File: src/hw/rtl/mfmenc_pkg.sv
// Shared types, command codes, constants and bit functions for the MFM byte encoder.
// No dependencies; used by every module of the encoder.
`default_nettype none

package mfmenc_pkg;

  // Command codes carried in the func field of an input request.
  localparam logic [2:0] FUNC_PLAIN      = 3'd0;
  localparam logic [2:0] FUNC_CRC_BYTE   = 3'd1;
  localparam logic [2:0] FUNC_A1_RESTART = 3'd2;
  localparam logic [2:0] FUNC_A1_CONT    = 3'd3;
  localparam logic [2:0] FUNC_C2         = 3'd4;
  localparam logic [2:0] FUNC_EMIT_CRC   = 3'd5;
  // Codes with no meaning: no word comes out and the encoder state stays put.
  localparam logic [2:0] FUNC_UNUSED_LO  = 3'd6;
  localparam logic [2:0] FUNC_UNUSED_HI  = 3'd7;

  localparam logic [15:0] CRC_POLY = 16'h1021;
  localparam logic [15:0] CRC_INIT = 16'hFFFF;
  localparam logic [15:0] A1_RAW   = 16'h4489;
  localparam logic [15:0] C2_RAW   = 16'h5224;
  localparam logic [7:0]  A1_DATA  = 8'hA1;

  // Default depth of the result queue; at least two so a CRC pair fits.
  localparam int QUEUE_DEPTH_DEF = 4;

  typedef struct packed {
    logic [2:0] func;
    logic [7:0] data_byte;
  } in_req_t;

  typedef struct packed {
    logic [15:0] raw_word;
    logic        last;
  } out_req_t;

  // Results produced by one command, handed from the encoder to the queue.
  typedef struct packed {
    logic [1:0] cnt;
    out_req_t   w0;
    out_req_t   w1;
  } push_t;

  typedef struct packed {
    logic [15:0] word;
    logic        last_bit;
  } mfm_res_t;

  // Folds one byte into a CRC-16-CCITT, most significant bit first.
  function automatic logic [15:0] crc_fold(input logic [15:0] crc, input logic [7:0] b);
    logic [15:0] r;
    r = crc ^ {b, 8'h00};
    for (int i = 0; i < 8; i++) begin
      r = r[15] ? ((r << 1) ^ CRC_POLY) : (r << 1);
    end
    return r;
  endfunction

  // MFM cells for one byte, first cell in the top bit, plus the final data bit.
  function automatic mfm_res_t mfm_encode(input logic [7:0] b, input logic prev);
    mfm_res_t res;
    logic     p;
    p = prev;
    res.word = '0;
    for (int i = 7; i >= 0; i--) begin
      res.word[2*i+1] = ~b[i] & ~p;
      res.word[2*i]   = b[i];
      p = b[i];
    end
    res.last_bit = p;
    return res;
  endfunction

endpackage

`default_nettype wire

File: src/hw/rtl/mfmenc_core.sv
// Command decoder with the running CRC and last-data-bit state.
// Depends on mfmenc_pkg for codes, types and the MFM and CRC functions.
`default_nettype none

module mfmenc_core
  import mfmenc_pkg::*;
(
  input  wire logic    clk,
  input  wire logic    rst_n,
  input  wire logic    adv,
  input  wire in_req_t item,
  output push_t        push
);

  logic [15:0] crc_r, crc_nxt;
  logic        prev_r, prev_nxt;
  mfm_res_t    byte_enc, hi_enc, lo_enc;

  always_comb begin
    byte_enc = mfm_encode(item.data_byte, prev_r);
    hi_enc   = mfm_encode(crc_r[15:8], prev_r);
    lo_enc   = mfm_encode(crc_r[7:0], hi_enc.last_bit);
  end

  always_comb begin
    crc_nxt     = crc_r;
    prev_nxt    = prev_r;
    push.cnt    = 2'd0;
    push.w0     = '{raw_word: byte_enc.word, last: 1'b1};
    push.w1     = '{raw_word: lo_enc.word, last: 1'b1};
    case (item.func)
      FUNC_PLAIN: begin
        push.cnt = 2'd1;
        prev_nxt = byte_enc.last_bit;
      end
      FUNC_CRC_BYTE: begin
        push.cnt = 2'd1;
        prev_nxt = byte_enc.last_bit;
        crc_nxt  = crc_fold(crc_r, item.data_byte);
      end
      FUNC_A1_RESTART: begin
        push.cnt = 2'd1;
        push.w0  = '{raw_word: A1_RAW, last: 1'b1};
        prev_nxt = 1'b1;
        crc_nxt  = crc_fold(CRC_INIT, A1_DATA);
      end
      FUNC_A1_CONT: begin
        push.cnt = 2'd1;
        push.w0  = '{raw_word: A1_RAW, last: 1'b1};
        prev_nxt = 1'b1;
        crc_nxt  = crc_fold(crc_r, A1_DATA);
      end
      FUNC_C2: begin
        push.cnt = 2'd1;
        push.w0  = '{raw_word: C2_RAW, last: 1'b1};
        prev_nxt = 1'b0;
      end
      FUNC_EMIT_CRC: begin
        push.cnt = 2'd2;
        push.w0  = '{raw_word: hi_enc.word, last: 1'b0};
        prev_nxt = lo_enc.last_bit;
      end
      default: begin
        push.cnt = 2'd0;
      end
    endcase
    if (!adv) begin
      push.cnt = 2'd0;
      crc_nxt  = crc_r;
      prev_nxt = prev_r;
    end
  end

  always_ff @(posedge clk) begin
    if (!rst_n) begin
      crc_r  <= CRC_INIT;
      prev_r <= 1'b0;
    end else begin
      crc_r  <= crc_nxt;
      prev_r <= prev_nxt;
    end
  end

`ifndef SYNTHESIS
  a_emit_keeps_crc: assert property (@(posedge clk) disable iff (!rst_n)
    adv && item.func == FUNC_EMIT_CRC |=> $stable(crc_r))
    else $error("CRC changed while it was being emitted");
  a_a1_sets_prev: assert property (@(posedge clk) disable iff (!rst_n)
    adv && (item.func == FUNC_A1_RESTART || item.func == FUNC_A1_CONT) |=> prev_r)
    else $error("A1 mark did not leave the last data bit at one");
  a_unused_no_push: assert property (@(posedge clk) disable iff (!rst_n)
    adv && (item.func == FUNC_UNUSED_LO || item.func == FUNC_UNUSED_HI) |-> push.cnt == 2'd0)
    else $error("unused command produced a result");
`endif

endmodule

`default_nettype wire

File: src/hw/rtl/mfmenc_queue.sv
// Result queue that takes up to two words a cycle and delivers one while out_stall is low.
// Depends on mfmenc_pkg for the push and result request types.
`default_nettype none

module mfmenc_queue
  import mfmenc_pkg::*;
#(
  parameter int DEPTH = QUEUE_DEPTH_DEF
) (
  input  wire logic  clk,
  input  wire logic  rst_n,
  input  wire push_t push,
  output logic       room2,
  output logic       out_valid,
  input  wire logic  out_stall,
  output out_req_t   out_req
);

  localparam int AW = (DEPTH > 1) ? $clog2(DEPTH) : 1;
  localparam int CW = $clog2(DEPTH + 1);

  out_req_t        mem [DEPTH];
  logic [AW-1:0]   wp_r, wp_nxt, wp1, rp_r, rp_nxt;
  logic [CW-1:0]   count_r, count_nxt;
  logic            pop;

  function automatic logic [AW-1:0] ptr_inc(input logic [AW-1:0] p);
    return (p == AW'(DEPTH - 1)) ? '0 : p + 1'b1;
  endfunction

  assign room2     = (count_r <= CW'(DEPTH - 2));
  assign out_valid = (count_r != '0);
  assign out_req   = mem[rp_r];
  assign pop       = out_valid & ~out_stall;
  assign wp1       = ptr_inc(wp_r);

  always_comb begin
    rp_nxt    = pop ? ptr_inc(rp_r) : rp_r;
    wp_nxt    = wp_r;
    case (push.cnt)
      2'd1:    wp_nxt = wp1;
      2'd2:    wp_nxt = ptr_inc(wp1);
      default: wp_nxt = wp_r;
    endcase
    count_nxt = count_r + CW'(push.cnt) - CW'(pop);
  end

  always_ff @(posedge clk) begin
    if (push.cnt != 2'd0) begin
      mem[wp_r] <= push.w0;
    end
    if (push.cnt == 2'd2) begin
      mem[wp1] <= push.w1;
    end
  end

  always_ff @(posedge clk) begin
    if (!rst_n) begin
      wp_r    <= '0;
      rp_r    <= '0;
      count_r <= '0;
    end else begin
      wp_r    <= wp_nxt;
      rp_r    <= rp_nxt;
      count_r <= count_nxt;
    end
  end

`ifndef SYNTHESIS
  a_no_overflow: assert property (@(posedge clk) disable iff (!rst_n)
    count_r <= CW'(DEPTH))
    else $error("result queue holds more than its depth");
  a_push_fits: assert property (@(posedge clk) disable iff (!rst_n)
    push.cnt != 2'd0 |-> room2)
    else $error("push into a queue without room for a pair");
  a_pop_only: assert property (@(posedge clk) disable iff (!rst_n)
    pop && push.cnt == 2'd0 |=> count_r == $past(count_r) - 1'b1)
    else $error("queue count did not drop on a lone pop");
`endif

endmodule

`default_nettype wire

File: src/hw/rtl/mfm_byte_encoder_with_crc.sv
// An accepted request goes into the input register, then its words pass through the queue.
// Throughput: one request and one word per cycle unless stalled; emit-CRC gives two words.
// The input stalls while a request is parked and fewer than two queue entries are free.
// Reset (rst_n low, synchronous) clears the queue, sets the CRC to 0xFFFF and the
// last data bit to zero; the input register is emptied.
// Depends on mfmenc_pkg, mfmenc_core and mfmenc_queue.
`default_nettype none

module mfm_byte_encoder_with_crc
  import mfmenc_pkg::*;
#(
  parameter int QUEUE_DEPTH = QUEUE_DEPTH_DEF
) (
  input  wire logic    clk,
  input  wire logic    rst_n,
  input  wire logic    in_valid,
  output logic         in_stall,
  input  wire in_req_t in_req,
  output logic         out_valid,
  input  wire logic    out_stall,
  output out_req_t     out_req
);

  // The input register holds one request until the queue has room for
  // everything it can produce, which is at most two words.
  in_req_t item_r, item_nxt;
  logic    item_vld_r, item_vld_nxt;
  logic    room2;
  logic    adv;
  logic    in_acc;
  push_t   push;

  // The request in the register moves on whenever the queue can take a pair.
  // The stall therefore only rises when a request is parked and fewer than two
  // queue entries are free.
  assign adv      = item_vld_r & room2;
  assign in_stall = item_vld_r & ~room2;
  assign in_acc   = in_valid & ~in_stall;

  always_comb begin
    item_nxt     = in_acc ? in_req : item_r;
    item_vld_nxt = in_acc | (item_vld_r & ~adv);
  end

  // The payload register needs no reset; only its valid flag is control state.
  always_ff @(posedge clk) begin
    item_r <= item_nxt;
  end

  always_ff @(posedge clk) begin
    if (!rst_n) begin
      item_vld_r <= 1'b0;
    end else begin
      item_vld_r <= item_vld_nxt;
    end
  end

  // Command decode, MFM cell generation and CRC update, all in one pass.
  mfmenc_core u_core (
    .clk   (clk),
    .rst_n (rst_n),
    .adv   (adv),
    .item  (item_r),
    .push  (push)
  );

  // The queue decouples the result side, so a waiting word blocks the input
  // only once the queue is nearly full.
  mfmenc_queue #(
    .DEPTH (QUEUE_DEPTH)
  ) u_queue (
    .clk       (clk),
    .rst_n     (rst_n),
    .push      (push),
    .room2     (room2),
    .out_valid (out_valid),
    .out_stall (out_stall),
    .out_req   (out_req)
  );

endmodule

`default_nettype wire
File: config.mk
export PLATFORM = sky130hd
export DESIGN_NAME = mfm_byte_encoder_with_crc
export DESIGN_NICKNAME = d
export VERILOG_FILES = /design/src/hw/rtl/mfmenc_pkg.sv /design/src/hw/rtl/mfmenc_core.sv /design/src/hw/rtl/mfmenc_queue.sv /design/src/hw/rtl/mfm_byte_encoder_with_crc.sv
export SDC_FILE = /design/constraint.sdc
export NUM_CORES = 1
export LEC_CHECK = 0
export CAP_MARGIN = 5
export CORE_UTILIZATION = 55
export DETAILED_ROUTE_END_ITERATION = 12
export DONT_BUFFER_PORTS = 1
export PLACE_DENSITY = 0.67
export SYNTH_ARGS = -nofsm -noshare
export SYNTH_HDL_FRONTEND = slang
export SYNTH_SLANG_ARGS = --single-unit
export TNS_END_PERCENT = 1
File: constraint.sdc
create_clock -name clk -period 6.7 [get_ports clk]
set_input_delay 1.34 -clock clk [delete_from_list [all_inputs] [get_ports clk]]
set_output_delay 1.34 -clock clk [all_outputs]
set_load 0.005 [all_outputs]
# After elaboration in Yosys (flattened, before gate mapping)
# Memory sizes are Yosys's and may differ from the RTL's. A register that Yosys moved wholly into a read port is not among the register bits.
# Index checks and enable logic that the tools add are counted.
totals:
  n_memories: 1
  output_inout_bits: 19
  wordCells: 144
  input_bits: 15
  ramBits: 68
  reg_bits: 36
op_classes:
  add_sub_neg: 5
  muxes: 31
  n_reduce_logical: 11
  bitwise: 77
  n_lt_le_gt_ge: 1
  n_eq_ne: 10
mem_list:
  columns: ["name", "depth", "width", "read_ports", "rd_ports_with_merged_regs", "write_ports", "line_no", "rtl"]
  rows:
  - ["u_queue.mem", 4, 17, 1, 1, 2, "mfmenc_queue.sv:22", "out_req_t mem [DEPTH];"]
ops:
  columns: ["cell", "n"]
  rows:
  - ["13-bit 2-to-1 mux", 16]
  - ["3-bit NOT", 17]
  - ["17-bit one-hot mux with 3 select lines", 1]
  - ["16-bit one-hot mux with 3 select lines", 1]
  - ["1-bit AND", 29]
  - ["1-bit NOT", 29]
  - ["16-bit bitwise XOR", 1]
  - ["2-bit 2-to-1 mux", 6]
  - ["2-bit == test, second input constant", 4]
  - ["2-bit one-hot mux with 2 select lines", 2]
  - ["2-bit by 1-bit adder with 2-bit output, second input constant", 3]
  - ["3-bit by 2-bit == test with 1-bit output, second input constant", 2]
  - ["3-bit == test, second input constant", 2]
  - ["3-bit nonzero test", 2]
  - ["5-bit OR reduction", 1]
  - ["1-bit 2-to-1 mux", 4]
  - ["1-bit one-hot mux with 4 select lines", 1]
  - ["2-bit AND reduction", 2]
  - ["2-bit nonzero test", 2]
  - ["4-bit nonzero test", 1]
  - ["2-bit OR reduction", 2]
  - ["3-bit by 2-bit adder with 3-bit output", 1]
  - ["3-bit by 1-bit == test with 1-bit output, second input constant", 1]
  - ["3-bit by 2-bit <= comparator with 1-bit output, second input constant", 1]
  - ["other kinds (4)", 4]

# Longest topological paths before layout
# Gate-level depths: netlist of run 1.
logic_depth:
  word_depth: 18
  depth_mapped: 10
  ltp_nobuf: 8

# Modules after synthesis
# From an unflattened synthesis of run 1, not the netlist that was laid out.
hier_totals:
  hier_cells: 471
  hier_area_um2: 6153.4
by_module_without_submodules:
  columns: ["module", "cells_each", "n_inst", "seq_area_each_um2", "area_per_inst_um2"]
  rows:
  - ["mfmenc_queue", 232, 1, 2222.1, 4077.7]
  - ["mfmenc_core", 223, 1, 340.3, 1691.6]
  - ["mfm_byte_encoder_with_crc", 16, 1, 350.3, 384.1]

# Worst setup path before layout of run 1
# Ideal clock, no wire load.
synth_path:
  path_kind: "in2reg"
  from: "in out_stall"
  to: "reg u_queue.count_r[2]"
  cell_stages: 7
  arrival_time_ns: 2.860
  slack_ns: 3.720
  t_required_ns: 6.580
  path_buffers: 0
  setup_ns: 0.120
  cell_sequence: "nor2b_1 -> ha_1 -> or2_2 -> fa_1 -> xnor2_1 -> xnor2_1 -> nor2_1"
synth_via:
  elab_chain_cells: 3
synth_rtl:
  columns: ["element", "line_no", "rtl"]
  rows:
  - ["start, declared", "mfm_byte_encoder_with_crc.sv:20", "input wire logic out_stall,"]
  - ["1-bit NOT", "mfmenc_queue.sv:34", "assign pop = out_valid & ~out_stall;"]
  - ["1-bit AND", "mfmenc_queue.sv:34", null]
  - ["3-bit by 1-bit subtractor with 3-bit output", "mfmenc_queue.sv:45", "count_nxt = count_r + CW'(push.cnt) - CW'(pop);"]
  - ["end signal, assigned", "mfmenc_queue.sv:65", "count_r <= count_nxt;"]
  - ["end, declared", "mfmenc_queue.sv:24", "logic [CW-1:0] count_r, count_nxt;"]
# Every way passes these cells.
# A chain may end at the register's enable or synchronous reset.

==> impl_metrics.tcl, run 1 <==
set metrics [dict create \
    status "finished, final reports clean" \
    drt_iter0_drc 355 \
    core_um2 10300 \
    syn_area_per_cell_um2 11.3 \
    relSlewSlack_pct 25.6 \
    finalWorstPathRequiredPeriod_ps 3440 \
    rsz0062_at_grt "false" \
    drive_above_1_share_pct 12.7 \
    die_w_um 105 \
    path_max_fanout 17 \
    skew_ps 18.1 \
    critPathCaptureType "output port" \
    synth.distinct_cells 66 \
    p_int_mw 1.12 \
    hpwlAfterDp_um 9370 \
    grt_pass1_wl_um 21300 \
    yosys_most_used_dff "edfxtp_1" \
    final_cell_mix "edfxtp_1, nand2_1, o22ai_1, dfxtp_1, o21ai_0" \
    cts_tree "yes" \
    placementRows 37 \
    fin_nets 510 \
    critPathSlowestCell "dfxtp_1" \
    leakage_nw 2.06 \
    startpoint_type "register" \
    fin_tns_setup_ps 0 \
    routedWlPerCell_um 21.2 \
    fin_hold_ws_ps 500 \
    min_path_type "register to register" \
    ys_seq_area_share_pct 49.4 \
    worstPathRequired_ps 5360 \
    worst_slew_pin_slew_ps 1110 \
    critPathKind "register to output port" \
    clkPwrFrac_pct 22.7 \
    hold_viol 0 \
    final-max-slew-violation-count 0 \
    post_cts_resized 0 \
    cpPeakStageDelay_ps 1070 \
    powerDensity_nw_per_um2 277 \
    ant_nets 0 \
    postCtsSetupBuffers 0 \
    fmax_mhz 291 \
    io_pins 34 \
    port_buffers 0 \
    pwr-share-seq_pct 51.9 \
    final_cells 625 \
    yosysWarnings 0 \
    num_vias 4034 \
    grt_max_degree 41 \
    final_common_cell "edfxtp_1" \
    synth_area_um2 5820 \
    maxCapViolCount 0 \
    viasPerCell 6.45 \
    areaGrowthSynthToFinish_pct 2.41 \
    dp_cells 609 \
    synth_fp_nets 542 \
    async_flop_share_pct 0 \
    cp_top_family "flip-flops" \
    fp.dieH_um 105 \
    dieArea_um2 11000 \
    totalWireLength_um 13300 \
    finalSetupViolations 0 \
    synthCells 516 \
    clockBufferDepth 2 \
    start_util_pct 56.6 \
    firstDrtPassIters 5 \
    worst_skew_pair.late_latency_ps 380 \
    power_switching_share_pct 32.1 \
    h-tree-depth 3 \
    path_cells "mux4_2" \
    critPathArrivalTime_ps 2100 \
    yosys-top-cells-area "edfxtp_1, dfxtp_1, mux4_2, nand2_1, o22ai_1" \
    vdd_drop_max_v 0.000150 \
    fillerInstances 871 \
    numCtsBuffers 9 \
    antenna_cells 0 \
    switching_power_mw 0.530 \
    synth-seq-cells 106 \
    grt_pass1_vias 3864 \
    synth_top_area_share_pct 38.7 \
    synth_top_area_cell "edfxtp_1" \
    path_buf_inv 0 \
    cts_num_sinks 106 \
    synth_edf_count 75 \
    antenna_found_initial 0 \
    root_buffer "clkbuf_8" \
    grt_use_total_pct 25.4 \
    path_clk_slew_ps 110 \
    gp_congestion 0.864 \
    ctsHoldBuffers 0 \
    comb_power_share_pct 25.5 \
    fin_crit_sh_pct 51.3 \
    globalRouteOverflowTotal 0 \
    drc_errors 0 \
]
## sequential cells by signal, summed over array words and instances (netlist names), named ones only
signal,cells
u_core.prev_r,1
u_queue.count_r,3
item_r,11
u_queue.mem,68
u_core.crc_r,16
u_queue.wp_r,2
item_vld_r,1
u_queue.rp_r,2
## power groups by stage
stage,clock (mW),sequential (mW),combinational [mW]
floorplan,0,0.809,0.404
global placement,0,0.869,0.409
detailed placement,0,0.873,0.418
CTS,0.376,0.858,0.420
global route,0.401,0.869,0.463
finish,0.375,0.857,0.421
## path summary, 6_finish.rpt
check | start | to | slack [ps] | cells after the start
worst min-delay path | u_queue.mem[1][0]$_SDFFE_PP1P_ | u_queue.mem[1][0]$_SDFFE_PP1P_ | 500 | 1
worst max register to register | item_r[8]$_DFFE_PP_ | u_queue.mem[2][14]$_DFFE_PP_ | 3520 | 6
worst min register to register | u_queue.mem[1][0]$_SDFFE_PP1P_ | u_queue.mem[1][0]$_SDFFE_PP1P_ | 500 | 1
worst max-delay path | register | out_req[14] | 3260 | 1
## routing by layer
metal | vias up | wire (µm) | global-route usage [%]
li1 | 1879 | - | -
met1 | 1953 | 5840 | 36.5
met2 | 180 | 6280 | 40.4
met3 | 22 | 931 | 3.37
met4 | 0 | 221 | 7.65
met5 | - | 0 | 0
## metrics by stage
| step | instance area (µm²) | util [%] | total power [mW] | worst slack [ps] |
|---|---|---|---|---|
| floorplan | 5820 | - | 1.21 | 3720 |
| global placement | 5770 | 56.2 | 1.28 | 3640 |
| detailed placement | 5770 | 56.2 | 1.29 | 3590 |
| CTS | 5960 | 57.9 | 1.65 | 3180 |
| global route | 5960 | 57.9 | 1.73 | 3060 |
| finish | 5960 | 57.9 | 1.65 | 3260 |
## synthesized netlist by cell type, drive strengths merged, types with 4 or more instances
master / count
xor2: 7
a22o: 8
a21oi: 18
nand3: 9
mux4: 17
dfxtp: 31
nor2: 18
nand3b: 6
mux2i: 5
or2: 10
ha: 10
clkbuf: 11
buf: 34
xnor3: 4
nor2b: 4
and3: 7
a21o: 9
o21ai: 32
o211ai: 10
xnor2: 22
nor3: 9
a22oi: 5
mux2: 5
edfxtp: 75
inv: 9
nand2b: 4
o22ai: 32
nand2: 59
## worst register-to-register path: cells and delay by family (launching register included)
family	cells	cell delay, ps
flops	1	780
buf+inv	1	130
fa+ha+maj	1	210
simple gates	4	1700
## cells by family (layout without fill, tap and decap cells)
group                      after synthesis  count (layout)  share of synthesized area, %
adders and majority gates               11              11                          2.50
and+or+nand+nor                        148             148                          13.1
AOI/OAI and AO/OA                      137             137                          15.8
xor gates and xnor gates                33              33                          6.30
muxes                                   27              27                          8.41
DFF                                    106             106                          49.4
buffers and inverters                   54              27                          4.52
## layout make-up
class	count	area (µm²)	area share (%)
clock buffers	9	124	2.08
repair buffers	2	15.0	0.252
well taps	136	170	2.86
inverters	9	33.8	0.567
flip-flops and latches	106	2870	48.2
multi-input cells	356	2680	45.0
clock inverters	7	60.1	1.01
(Power assumes the default switching activity.)
==> run 2, diff against run 1 <==
--- a/config.mk
+++ b/config.mk
@@ -5,6 +5,7 @@
 export SDC_FILE = /design/constraint.sdc
 export NUM_CORES = 1
 export LEC_CHECK = 0
+export ABC_AREA = 1
 export CAP_MARGIN = 5
 export CORE_UTILIZATION = 55
 export DETAILED_ROUTE_END_ITERATION = 12
==> constraint.sdc (replaced) <==
create_clock -name clk -period 3.56 [get_ports clk]
set_input_delay 0.712 -clock clk [delete_from_list [all_inputs] [get_ports clk]]
set_output_delay 0.712 -clock clk [all_outputs]
set_load 0.005 [all_outputs]
==> impl_metrics.tcl, run 2 <==
set metrics [dict create \
    report.power.total_mw 3.25 \
    ant_nets 0 \
    path_clk_slew_ps 100 \
    critPathSlowestCell "edfxtp_1" \
    synth.distinct_cells 39 \
    postCtsSetupBuffers 0 \
    final_cell_mix "nand2_1, o21ai_0, edfxtp_1, nor2_1, inv_1" \
    critPathArrivalTime_ps 2940 \
    synth_edf_count 75 \
    numCtsBuffers 9 \
    reg2reg_slack_ps 740 \
    hpwlAfterDp_um 11200 \
    rsz0062_at_grt "false" \
    dp_cells 832 \
    regMostFlops "u_queue.mem" \
    powerDensity_nw_per_um2 533 \
    async_flop_share_pct 0 \
    path_cells "inv_1, nand2_1, nor2_1, o21ai_0, ha_1, nand2_1, nand3_1, inv_1, nand2_1, o21ai_0" \
    leakage_nw 2.52 \
    post_cts_resized 0 \
    grt_pass1_vias 4834 \
    final_util_pct 59.1 \
    synth_top_area_share_pct 38.6 \
    yosys-top-cells-area "edfxtp_1, nand2_1, dfxtp_1, o21ai_0, nor2_1" \
    fin_tns_setup_ps 0 \
    finalSetupViolations 0 \
    maxCapViolCount 0 \
    skew_ps 13.6 \
    viasPerCell 5.94 \
    cp_top_family "simple AND/OR/NAND/NOR gates" \
    fin_nets 733 \
    syn_area_per_cell_um2 8.10 \
    fin_hold_ws_ps 395 \
    vdd_drop_max_v 0.000267 \
    fmax_mhz 355 \
    core_um2 10300 \
    routedWlPerCell_um 18.1 \
    switching_power_mw 1.18 \
    use_met1_pct 35.8 \
    clkPwrFrac_pct 23.6 \
    critPathKind "register to register" \
    die_w_um 105 \
    whs_path_depth 1 \
    synth_area_um2 5840 \
    cp_common_cell "nand2_1" \
    path_buf_inv 2 \
    power_switching_share_pct 36.3 \
    gp_congestion 0.988 \
    path_max_fanout 17 \
    globalRouteOverflowTotal 0 \
    placementRows 37 \
    yosys_most_used_dff "edfxtp_1" \
    status "finished, final reports clean" \
    r2r_end "u_queue.mem[2][15]$_DFFE_PP_" \
    dieArea_um2 11000 \
    critPathCaptureType "register" \
    drive_above_1_share_pct 5.76 \
    pre_cts_ws_ps 769 \
    relSlewSlack_pct 39.7 \
    worst_slew_pin_slew_ps 903 \
    h-tree-depth 3 \
    io_pins 34 \
    synth_fp_nets 746 \
    yosys-top-cells-count "nand2_1, o21ai_0, edfxtp_1" \
    drc_errors 0 \
    drt_iter0_drc 372 \
    num_vias 5033 \
    fp.dieH_um 105 \
    pwr-share-seq_pct 48.0 \
    root_buffer "clkbuf_8" \
    grt_pass1_wl_um 24300 \
    postPlaceCellArea_um2 5910 \
    yosysWarnings 0 \
    finalWorstPathRequiredPeriod_ps 2820 \
    ctsHoldBuffers 0 \
    areaGrowthSynthToFinish_pct 4.52 \
    grt_busiest_layer "met2" \
    largest_reg_flops 68 \
    antenna_found_initial 0 \
    met3_usage_pct 4.49 \
    reg2regPathDepth 10 \
    final_common_cell "nand2_1" \
    start_util_pct 56.5 \
    synth-seq-cells 106 \
    firstDrtPassIters 5 \
    fin_crit_sh_pct 79.1 \
    cts_num_sinks 106 \
    met2_usage_pct 49.5 \
    min_to "u_core.crc_r[0]$_SDFFE_PN1P_" \
    min_path_type "primary input to register" \
    rr_startpoint "item_r[9]$_DFFE_PP_" \
    grt_use_total_pct 28.9 \
    synth_top_area_cell "edfxtp_1" \
    grt_max_degree 35 \
    startpoint_type "register" \
    final-max-slew-violation-count 0 \
    totalWireLength_um 15300 \
    worstPathRequired_ps 3680 \
    clockBufferDepth 2 \
    port_buffers 0 \
    cts_tree "yes" \
    cpPeakStageDelay_ps 490 \
    finalInstanceArea_um2 6100 \
    reg_top3 "u_queue.mem: 68 flops, u_core.crc_r: 16 flops, item_r: 11 flops" \
    comb_power_share_pct 28.3 \
    ys_seq_area_share_pct 49.2 \
    yosysMostFrequentCell "nand2_1" \
    hold_viol 0 \
    synthCells 720 \
    antenna_cells 0 \
    worst_skew_pair.late_latency_ps 390 \
    final_cells 848 \
    worstHoldStart "rst_n" \
    p_int_mw 2.07 \
    layout_setup_ws_ps 744 \
]
run 2: cell count changes after synthesis, sizes merged, moves of 8 or more:
cell / previous run / this run
nand2: 59 / 194
o21ai: 32 / 95
inv: 9 / 68
nor2: 18 / 72
nand3: 9 / 48
buf: 34 / 9
mux4: 17 / 0
xnor2: 22 / 7
a21oi: 18 / 32
or2: 10 / 1
a21o: 9 / 1
a22o: 8 / 0
clkbuf: 11 / 19
run 2: routing by layer:
metal	share of wire, %	wire, µm
met1	41	6310
met2	50	7610
met3	6.6	1010
met4	2.5	382
met5	0	0
run 2: how the worst max path moves through the flow:
stage                        startpoint                             to  slack [ps]  cells after the start
floorplan           item_r[9]$_DFFE_PP_  u_queue.count_r[2]$_SDFF_PN0_        1420                      9
global placement    item_r[9]$_DFFE_PP_   u_queue.mem[2][10]$_DFFE_PP_         940                     10
detailed placement  item_r[9]$_DFFE_PP_   u_queue.mem[2][15]$_DFFE_PP_         770                     10
CTS                 item_r[9]$_DFFE_PP_   u_queue.mem[2][15]$_DFFE_PP_         760                     10
global route        item_r[9]$_DFFE_PP_   u_queue.mem[2][15]$_DFFE_PP_         330                     10
finish              item_r[9]$_DFFE_PP_   u_queue.mem[2][15]$_DFFE_PP_         740                     10
run 2: layout make-up:
class	instances	area (µm²)
Timing Repair Buffer	4	30.0
Multi-Input combinational cell	518	2580
Fill cell	946	4220
Sequential cell	106	2870
Tap cell	136	170
Clock inverter	5	62.6
Inverter	68	255
Clock buffer	11	131
run 2: kinds of logic after synthesis:
family,after synthesis,synth area share (%)
flip-flops,106,49.2
AND/OR/NAND/NOR,319,23.1
AO/OA/AOI/OAI,175,16.6
XOR/XNOR,13,1.95
adder cells (fa/ha/maj),11,2.49
buffers and inverters,96,6.60
run 2: worst reg2reg max path: cells and delay by family, from the launching register on:
| family | cells | cell delay (ps) |
|---|---|---|
| fa+ha+maj | 1 | 240 |
| buf+inv | 2 | 320 |
| compound gates | 2 | 420 |
| flops | 1 | 490 |
| simple gates | 5 | 1090 |
run 2: power groups by stage:
stage                     clock, mW  sequential (mW)  combinational, mW
final                         0.769             1.56              0.922
after global routing          0.811             1.58               1.03
after CTS                     0.760             1.56              0.921
after detailed placement          0             1.59              0.916
after global placement            0             1.58              0.890
after floorplan                   0             1.53              0.739
